File: config.mk
export PLATFORM = sky130hd
export DESIGN_NAME = egsa_ram
export DESIGN_NICKNAME = d
export VERILOG_FILES = /design/src/rtl/core/egsa_ram.sv
export SDC_FILE = /design/constraint.sdc
export NUM_CORES = 1
export LEC_CHECK = 0
export BUFFER_PORTS_ARGS = -buffer_cell sky130_fd_sc_hd__buf_2
export CORE_MARGIN = 5
export CORE_UTILIZATION = 44
export DETAILED_ROUTE_END_ITERATION = 6
export GPL_TIMING_DRIVEN = 0
export PLACE_DENSITY = 0.73
export SYNTH_ARGS = -nofsm -noshare
export SYNTH_HDL_FRONTEND = slang
export SYNTH_SLANG_ARGS = --single-unit
File: constraint.sdc
create_clock -name clk -period 1.7 [get_ports clk]
set_input_delay 0.17 -clock clk [delete_from_list [all_inputs] [get_ports clk]]
set_output_delay 0.17 -clock clk [all_outputs]
set_load 0.05 [all_outputs]
File: src/rtl/core/egsa_ram.sv
`timescale 1ns / 1ps
module egsa_ram #(
  parameter int WIDTH = 8,
  parameter int DEPTH = 64
) (
  input  logic                     clk,
  input  logic                     we,
  input  logic [$clog2(DEPTH)-1:0] waddr,
  input  logic [WIDTH-1:0]         wdata,
  input  logic [$clog2(DEPTH)-1:0] raddr,
  output logic [WIDTH-1:0]         rdata
);
  logic [WIDTH-1:0] mem [DEPTH];

  always_ff @(posedge clk) begin
    if (we) begin
      mem[waddr] <= wdata;
    end
    rdata <= mem[raddr];
  end
endmodule

; Yosys cells after proc, flatten, opt, wreduce, memory -nomap -nowiden
; Memory sizes are Yosys's and may differ from the RTL's. A register that Yosys moved wholly into a read port is not among the register bits.
; Cells that the tools add are included.
[totals]
memories = 1
register_bits = 0
wordCells = 3
inputBits = 22
ram_bits = 512
romBits = 0
latchBits = 0
[mem_list]
columns = memory, depth, word_bits, read_ports, rd_ports_with_merged_regs, wr, line_no
row1 = mem, 64, 8, 1, 1, 1, 13  ; logic [WIDTH-1:0] mem [DEPTH];
[classes]
shifts = 0
magnitude_cmp = 0
add_sub_neg = 0
bitwise = 0
reduce_logical = 0
eq_ne = 0
mul = 0
mux = 2
n_div = 0
[op_table]
columns = op, n
row1 = $mux W1, 2

; Depth between registers and ports, before layout
[depth]
depth_word = 2
ltp_mapped = 9
depth_no_buf = 5

; Worst setup path before layout
; OpenSTA, ideal clock, no wires.
[synth_path]
path_kind = input to register
startpoint = input port raddr[1]
endpoint = register rdata[3] (read register of mem)
stages = 7
path_slack_ns = -0.138
arrival_time_ns = 1.710
t_required_ns = 1.572
path_cell_list = buf_4 -> buf_2 -> buf_2 -> mux4_2 -> mux4_2 -> o21ai_1 -> o41ai_1
[synth_rtl]
columns = element, line_no
row1 = "start, declared", 10  ; input logic [$clog2(DEPTH)-1:0] raddr,
row2 = "end, declared", 11  ; output logic [WIDTH-1:0] rdata

==> parameters.txt <==
Parameter                              Value

Status
  Run status    finished with violations
  Violations in the final reports    setup timing

Logic synthesis
  Cell count after synthesis    940
  Largest cells by area after synthesis    edfxtp_1 (76%), mux4_2 (14%), nor2_1 (1.5%), mux2i_1 (1.1%), dfxtp_1 (0.79%)
  Post-synthesis simple-gate area fraction    3.39%
  Average cell area after synthesis    21.5 um^2
  Share of the synthesized area in the top cell type    about three quarters
  Mux share of post-synthesis cell area    15.9%
  Post-synthesis sequential element count    520
  Share of synthesized cell area in full adder, half adder and majority cells    0%
  Share of the synthesized netlist area taken by xor and xnor gates    0%
  Commonest cells in the synthesized netlist    edfxtp_1 (512), mux4_2 (126), nor2_1 (83), mux2i_1 (23), nand2_1 (19)
  Number of distinct library cell variants in the gate-level netlist after synthesis    40
  Most frequently used cell type in the post-synthesis netlist    edfxtp_1
  Share of async-settable or async-resettable flops after synthesis    0%
  Dominant register cell in the synthesized netlist    edfxtp_1
  Post-synthesis instance area    0.0202 mm^2
  Post-Synthesis Net Count    962
  Main combinational cell family by area after synthesis    multiplexers
  Complex-gate fraction of the synthesized area    ~2.1%
  Portion of the post-synthesis area used by sequential elements    around 77%
  Number of warnings printed during yosys synthesis    0
  Number of enable-type register cells in the synthesized netlist    just over 500
  Top cell type by total area after synthesis    edfxtp_1

Finish
  Count of placed standard cells in the final layout, fillers left out    approximately 1600
  Filler cell count in the final layout    3501
  Area added between synthesis and finish    13.6%
  Final #Nets    1033
  Proportion of layout cells with a drive suffix above 1    32.6%

CTS
  Clock sink count    520
  H-tree Lvls    2
  Root buffer cell    clkbuf_16
  Clock input transition at the sequential cells of the worst setup and hold paths    0.06 ns
  Clock insertion delay at the later pin of the skew report    between 0.5 and 0.6 ns
  Clock tree from TritonCTS    built
  Clock Path Buffers    3
  TritonCTS Buffers    48
  Buffer count from post-CTS setup fixing    0

Routing
  Total wirelength of the detailed-routed design    46300 um
  Detailed-router iteration count before antenna repair    5
  Routed WL per cell    about 28 um
  Detail-routed via count per cell    roughly 6
  Number of DRC markers after the initial detailed-route iteration    1293
  DRC violations left    0
  Via count of the routed design    9940
  Final ANT Viol Nets    0

Global route
  Initial antenna violation count    5
  All-Layer GR Usage    18.4%
  Largest net degree at the start of global routing    65
  Wire length of the first global-routing pass    67800 um
  Overflow after GRT    0
  Vias in the first global route    10000

Place
  Placed insts    1561
  Global placement routability congestion    0.918
  Placed wire-length estimate    a little under 30000 um
  Count of buffers inserted at the top-level ports    21
  Worst setup slack before clock tree synthesis    -1.21 ns

Timing
  Period utilization    113%
  Unrepaired setup endpoints after global routing    yes
  Final min period    1.93 ns
  Setup-violating endpoint count in the final report    68
  Worst-margin pin slew    1.26 ns
  Hold WS    approximately 0.28 ns
  Fmax    519 MHz
  Hold Fails Final Rpt    0
  Setup slack after layout    -0.228 ns
  Worst slew margin relative to its limit    between 15 and 20%
  Max-slew violation count    0
  Skew final    0.0101 ns

Floorplanning
  Height of the die    224 um
  Placeable core area    0.0454 mm^2
  Placement row count    78
  Area enclosed by the die boundary    between 0.05 and 0.06 mm^2
  Width of the die    224 um
  IO Pins    30
  Effective utilization at floorplan    between 40% and 50%

Min path
  Hold_sp    waddr[0]
  Number of instances on the worst hold path    3
  Hold EP    mem[49][0]$_DFFE_PP_
  Tightest Hold Check Type    in -> reg

Worst setup path
  Crit start category    flip-flop
  Terminus of the critical flop-to-flop path    rdata[2]$_DFF_P_
  Path type of the worst setup path    reg -> reg
  Kind of end point of the critical path    flip-flop
  Largest fanout of any net on the critical path    1
  Number of cells on the worst reg-to-reg path    5
  Worst EP arrival    2.36 ns
  Setup slack of the worst register-to-register path    -0.23 ns
  Data required time at the worst endpoint    2.13 ns
  R2R Path Start    mem[11][2]$_DFFE_PP_

Pwr
  Leakage power summed over all cells    7.00 nW
  Power per standard cell area    1140 mW/mm^2
  Worst vdd ir    around 0.00063 V

Run
  Number of violations of the max-capacitance limit    0
-- through the flow --
step / power, mW / TNS, ns / utilization (%) / area (um^2)
finish: 26.0 / -4.04 / 50.5 / 22900
global route: 26.8 / -4.77 / 50.5 / 22900
CTS: 26.1 / -4.26 / 50.1 / 22700
detailed placement: 16.0 / -263.55 / 46.4 / 21100
global placement: 15.9 / -245.82 / 46.4 / 21100
floorplan: 15.3 / -0.0451 / - / 20200
-- per-layer routing --
layer  wire [um]  track usage, %
met1       18100            25.8
met2       21600            28.4
met3        4820            4.89
met4        1720            6.58
met5          55               0
-- area by class of cell --
type | count | area [um^2] | area share [%]
Clock buffer | 67 | 1290 | 5.65
Antenna cell | 1 | 2.50 | 0.0109
Buffer | 50 | 384 | 1.68
Multi-Input combinational cell | 369 | 4650 | 20.3
Timing Repair Buffer | 22 | 115 | 0.503
Clock inverter | 19 | 175 | 0.765
Tap cell | 600 | 751 | 3.28
Sequential cell | 520 | 15500 | 67.8
-- worst max-delay path by stage --
| stage | slack, ns | startpoint | cells after the start | endpoint |
|---|---|---|---|---|
| after floorplan | -0.02 | raddr[0] | 7 | rdata[7]$_DFF_P_ |
| after global placement | -1.26 | raddr[2] | 7 | rdata[7]$_DFF_P_ |
| after detailed placement | -1.21 | raddr[2] | 7 | rdata[7]$_DFF_P_ |
| after CTS | -0.22 | mem[7][0]$_DFFE_PP_ | 5 | rdata[0]$_DFF_P_ |
| after global routing | -0.26 | mem[11][1]$_DFFE_PP_ | 5 | rdata[1]$_DFF_P_ |
| final | -0.23 | mem[11][2]$_DFFE_PP_ | 5 | rdata[2]$_DFF_P_ |
-- power by group --
group / total [mW] / internal, mW / leakage, nW / switching [mW]
sequential: 14.2 / 14.2 / 4.67 / 0.0239
clock: 10.2 / 5.77 / 0.718 / 4.46
combinational: 1.57 / 0.547 / 1.61 / 1.03
-- timing repair --
action,CTS,global route
hold buffers,1,0
setup endpoints to repair,120,320
resized for setup,50,56
endpoints found under the hold margin,2,0
pin swaps,4,3
-- kinds of logic after synthesis --
group,count (synthesis)
and+or+nand+nor,153
buffers and inverters,51
DFF,520
muxes,162
AOI/OAI and AO/OA,54
-- cells in the final DEF (no fill, tap or decap), types with 3 or more instances in the layout --
master	n
o2bb2ai_2	3
clkbuf_4	4
nand3_2	3
a221oi_1	6
a21oi_1	3
o221ai_1	7
edfxtp_1	512
buf_6	8
clkinv_1	4
nor2b_1	14
o2111ai_1	3
clkbuf_2	5
nand3_1	10
nor2_4	4
o21ai_4	3
mux4_2	126
buf_12	3
nor3_2	3
nand2b_1	7
nor2_2	51
bufinv_16	3
buf_4	10
clkbuf_16	49
clkinv_2	9
clkbuf_1	29
dfxtp_1	8
mux2_2	13
nand3b_1	3
nor2_1	28
mux2i_1	22
buf_2	26
nand2_1	18
o22ai_1	7
a22oi_1	3
a211oi_1	4
-- flip-flops by register name, indices dropped and copies added (netlist names) --
signal and count:
rdata 8, mem 512
-- worst max-delay path, cell delays in order, from the launching register on --
cell	delay [ns]
edfxtp_1	0.35
mux4_2	0.51
mux4_2	0.54
nor2_2	0.15
nor3_2	0.07
o2bb2ai_2	0.17
Note: power is estimated with default switching activity, not from simulation.
