`config.mk`:
```
export PLATFORM = sky130hd
export DESIGN_NAME = egsa_div
export DESIGN_NICKNAME = d
export VERILOG_FILES = /design/src/rtl/core/egsa_div.sv
export SDC_FILE = /design/constraint.sdc
export NUM_CORES = 1
export LEC_CHECK = 0
export ABC_AREA = 1
export ABC_CLOCK_PERIOD_IN_PS = 2750
export BUFFER_PORTS_ARGS = -buffer_cell sky130_fd_sc_hd__buf_4
export CAP_MARGIN = 20
export CORE_MARGIN = 1
export CORE_UTILIZATION = 47
export CTS_BUF_LIST = sky130_fd_sc_hd__clkbuf_16
export DETAILED_ROUTE_END_ITERATION = 8
export HOLD_SLACK_MARGIN = 0.15
export PLACE_DENSITY = 0.67
export SLEW_MARGIN = 20
export SYNTH_ARGS = -nofsm -noshare
export SYNTH_HDL_FRONTEND = slang
export SYNTH_SLANG_ARGS = --single-unit
```
`constraint.sdc`:
```
create_clock -name clk -period 2.75 [get_ports clk]
set_input_delay 0.1375 -clock clk [delete_from_list [all_inputs] [get_ports clk]]
set_output_delay 0.1375 -clock clk [all_outputs]
set_load 0.05 [all_outputs]
```
`src/rtl/core/egsa_div.sv`:
```
`timescale 1ns / 1ps
module egsa_div (
  input  logic        clk,
  input  logic        rst,
  input  logic        start,
  input  logic [31:0] dividend,
  input  logic [31:0] divisor,
  output logic        busy,
  output logic [31:0] quotient
);
  // restoring division, one quotient bit per cycle
  logic [5:0]  cnt;
  logic [32:0] rem;
  logic [31:0] quo;
  logic [31:0] dvs;
  logic [32:0] trial;

  assign trial = {rem[31:0], quo[31]} - {1'b0, dvs};

  always_ff @(posedge clk) begin
    if (rst) begin
      cnt <= '0;
    end else if (start) begin
      cnt <= 6'd32;
    end else if (cnt != 6'd0) begin
      cnt <= cnt - 6'd1;
    end
  end

  always_ff @(posedge clk) begin
    if (start) begin
      rem <= '0;
      quo <= dividend;
      dvs <= divisor;
    end else if (cnt != 6'd0) begin
      if (!trial[32]) begin
        rem <= trial;
        quo <= {quo[30:0], 1'b1};
      end else begin
        rem <= {rem[31:0], quo[31]};
        quo <= {quo[30:0], 1'b0};
      end
    end
  end

  assign busy     = (cnt != 6'd0);
  assign quotient = quo;
endmodule

```
* Yosys cells after proc, flatten, opt, wreduce, memory -nomap -nowiden
Cells that the tools add are included.
** Word-level totals
- Register bits :: 102
- Word-level logic and storage cells :: 16
** Cells by class
- Add/sub/neg operators :: 2
- Multiplexer cells :: 6
- Reductions and logical operators :: 3
** Operators by type and width (count)
- 32-bit two-way mux :: 3
- 33-bit by 32-bit subtractor with 33-bit output :: 1
- 6-bit two-way mux :: 2
- 6-bit nonzero test :: 1
- 6-bit by 1-bit subtractor with 6-bit output, second input constant :: 1
- 2-bit nonzero test :: 1
- 2-bit OR reduction :: 1
- 1-bit two-way mux :: 1

* Logic depth before layout (Yosys ltp)
- Depth after elaboration :: 4
- Mapped depth :: 19
- Mapped depth without buffers :: 18

* Least setup slack after synthesis
Ideal clock, no wire load.
- Path type :: register to register
- From :: register quo[31], in the netlist quotient[31]
- To :: register quo[0], in the netlist quotient[0], data pin
- Data arrival time :: 2.369 ns
- Slack :: 0.115 ns
- Cell stages (with the launch flop) :: 17
- Period minus slack after synthesis :: 2.635 ns
- Path through :: edfxtp_1 inv_1 ha_1 fa_1 inv_1 nand2_1 nand2_1 nand3_1 nand2_2 nand2_4 nand2_4 nand2_4 nand2_4 nand2_4 nand2_8 buf_8 o21ai_1
** On the way
- Word-level cells in the longest chain between the ends :: 4
** RTL lines
- from (decl) :: line 14 : logic [31:0] quo;
- from (signal assigned) :: line 33 : quo <= dividend;
- from (signal assigned) :: line 38 : quo <= {quo[30:0], 1'b1};
- from (signal assigned) :: line 41 : quo <= {quo[30:0], 1'b0};
- 33-bit by 32-bit subtractor with 33-bit output :: line 18 : assign trial = {rem[31:0], quo[31]} - {1'b0, dvs};
- 1-bit two-way mux :: line 36 : if (!trial[32]) begin
- 32-bit two-way mux :: line 35 : end else if (cnt != 6'd0) begin
- 32-bit two-way mux :: line 31 : if (start) begin
No other way between the ends. The select of a mux whose other input is x is not followed.
A chain may end at the register's enable or synchronous reset.

* Worst setup path in the final report
Ends and elaborated chain as after synthesis.

==> flow_summary.yaml <==
worst_setup_path:
  cp_top_family: "simple AND/OR/NAND/NOR gates"
  endpoint_kind: "flip-flop"
  setup.worst_path.start_class: "flip-flop"
  critical_path_cell_count: 15
  cp.required_ns: 2.86
  slowest_stage: "fa_1"
  worstSetupPathType: "flip-flop to flip-flop"
  crit_chain: "inv_1 -> ha_1 -> fa_1 -> inv_1 -> nand2_1 -> nand2_1 -> nand3_1 -> nand2_2 -> nand2_4 -> nand2_4 -> nand2_4 -> nand2_4 -> nand2_4 -> nand2_8 -> o21ai_1"
  cp_num_buf_inv: 2
  r2r_cells: 15
  crit_top_cell: "nand2_4"
  worstPathMaxFanout: 19
  worst_ep_arrival_time_ns: 2.61
  slowest_delay_ns: 0.41
power_and_ir_drop:
  power_density_mw_per_mm2: 1040
  power_leakage_nw: 5.096
  vdd_drop_max_mv: 0.6556
synthesis:
  yosysWarnings: 0
  netlist_top_cells_count: "nand2_1, inv_1, nor2_1"
  synthTopCellsByArea: "edfxtp_1, nand2_1, dfxtp_1"
  synth-edff-count: 64
  syn_nets: 1168
  synth_most_common_cell: "nand2_1"
  synth.avg_cell_area_um2: 6.841
  async_reset_ff_share_pct: 0
  ys_ff_latch: 102
  syn-instance-count: 1067
  synth_cell_types: 41
  ys.flop_type: "edfxtp_1"
  yosys.area.top_type: "edfxtp_1"
  synth_seq_area_share_pct: 36.75
  synth_top_area_share_pct: 26.33
  netlist_area_mm2: 0.007300
worst_hold_path:
  hold_class: "input pin to flip-flop"
  hold_depth: 3
floorplanning:
  die_w_um: 126.6
  die-area_mm2: 0.01603
  rows: 45
  die_h_um: 126.6
  start_util_pct: 48.02
  ios: 100
  core_area_mm2: 0.01520
route:
  drt_iter0_markers: 388
  drcViolationCount: 0
  vias_per_cell: 4.780
  firstDrtPassIters: 5
  ant_nets: 0
  vias: 6778
  drt-total-wl_um: 18000
  wl_per_cell_um: 12.70
sta:
  setup_viol: 0
  hold_violations: 0
  period_needed_ns: 2.499
  rsz0062_at_grt: "false"
  finalCritPeriodShare_pct: 90.89
  final_max_slew_viol_count: 0
  hold_ws_ns: 0.2456
  setup_slack_ns: 0.2505
  relSlewSlack_pct: 50.74
  fin_setup_tns_ns: 0
  timing.fmax_ghz: 0.4001
  finClkSkew_ns: 0.01883
  worst_pin_slew_ns: 0.7389
placement:
  port_buffers: 99
  hpwl_um: 12820
  gp_congestion: 0.9324
  pre_cts_slack_ns: 0.2718
layout:
  n_antenna_cell: 0
  drive_above_1_share_pct: 16.26
  syn2layout_area_growth_pct: 25.21
  fillCellCount: 1391
  final_nets: 1326
job:
  maxCapViolCount: 0
cts:
  cts_resized: 0
  clk-insertion-delay-late_ns: 0.37
  cts.sinks: 102
  htree_levels: 3
  clockBufferDepth: 2
  numCtsBuffers: 9
  cts_tree: "done"
  postCtsHoldBufs: 65
  cts_setup_buffers: 0
  cts_root_buf: "clkbuf_16"
  clk_pin_slew_ns: 0.08
grt:
  grt-ovfl-total: 0
  grt_pass1_wl_um: 30800
  grt_antenna_before_repair: 0
  grt_max_degree: 96
  grt_pass1_vias: 6609
  track_usage_pct: 24.13
run_status:
  status: "finished clean"
==> worst reg2reg max path, cell delays in order (launching register included) <==
cell,delay [ns]
edfxtp_1,0.39
inv_1,0.06
ha_1,0.22
fa_1,0.41
inv_1,0.11
nand2_1,0.05
nand2_1,0.07
nand3_1,0.08
nand2_2,0.12
nand2_4,0.06
nand2_4,0.07
nand2_4,0.08
nand2_4,0.09
nand2_4,0.14
nand2_8,0.21
o21ai_1,0.09
==> through the flow <==
stage | util [%] | cell area [µm²] | cells | power (W)
floorplan | - | 7300 | 1067 | 0.006966
global placement | 53.96 | 8203 | 1337 | 0.008068
detailed placement | 53.96 | 8203 | 1337 | 0.008127
CTS | 60.12 | 9140 | 1418 | 0.009536
global route | 60.12 | 9140 | 1418 | 0.01039
finish | 60.12 | 9140 | 1418 | 0.009509
==> cells in the final DEF (no fill, tap or decap), types with 3 or more instances in the layout <==
cell type / instances
o21ai_0: 6
inv_1: 188
inv_6: 3
dfxtp_1: 38
nand4_1: 6
and2_1: 3
nor2_4: 4
nand3_1: 88
nor2_1: 108
inv_2: 12
nand2_4: 19
dlygate4sd3_1: 65
nand3_2: 10
edfxtp_1: 64
a21oi_1: 19
ha_1: 33
clkbuf_16: 9
nor3_1: 5
xor2_1: 10
buf_4: 104
nand2_2: 25
nand2_1: 383
nand3b_1: 3
==> registers in the layout (all words and copies together) (netlist names) <==
signal,flops
cnt,6
dvs,32
quotient,32
rem,32
==> power by group <==
| group | internal, W | switching (W) | total (W) |
|---|---|---|---|
| Combinational | 0.00197 | 0.00381 | 0.00578 |
| Sequential | 0.00209 | 0.000328 | 0.00242 |
| Clock | 0.000637 | 0.000670 | 0.00131 |
==> final timing paths <==
kind | endpoint | slack (ns) | startpoint
hold reg to reg | cnt[0]$_SDFFE_PP0P_ | 0.46 | cnt[0]$_SDFFE_PP0P_
setup / recovery | quotient[0]$_DFFE_PP_ | 0.25 | quotient[31]$_DFFE_PP_
setup reg to reg | quotient[0]$_DFFE_PP_ | 0.25 | quotient[31]$_DFFE_PP_
hold / removal | quotient[0]$_DFFE_PP_ | 0.25 | start
==> layout make-up <==
cell class | count | area (µm²) | share of cell area (%)
Sequential cell | 102 | 2683 | 29.35
Multi-Input combinational cell | 741 | 3730 | 40.81
Inverter | 201 | 754.5 | 8.255
Clock inverter | 7 | 61.31 | 0.6708
Clock buffer | 9 | 225.2 | 2.464
Timing Repair Buffer | 170 | 1451 | 15.88
Tap cell | 188 | 235.2 | 2.574
==> layer usage <==
metal	vias up	wire, µm	track usage, %
met4	0	388	7.016
met3	23	1157	6.326
met2	200	8231	40.36
met1	2984	8225	30.62
met5	-	0	0
li1	3571	-	-
==> cells by family (layout without fill, tap and decap cells) <==
family,count (synthesis),after routing,synth area share (%)
AO/OA/AOI/OAI,34,34,2.863
XOR/XNOR,12,12,1.440
adder cells (fa/ha/maj),34,34,5.931
buffers and inverters,224,387,12.19
flip-flops,102,102,36.75
AND/OR/NAND/NOR,661,661,40.83
Note: power is estimated with default switching activity, not from simulation.
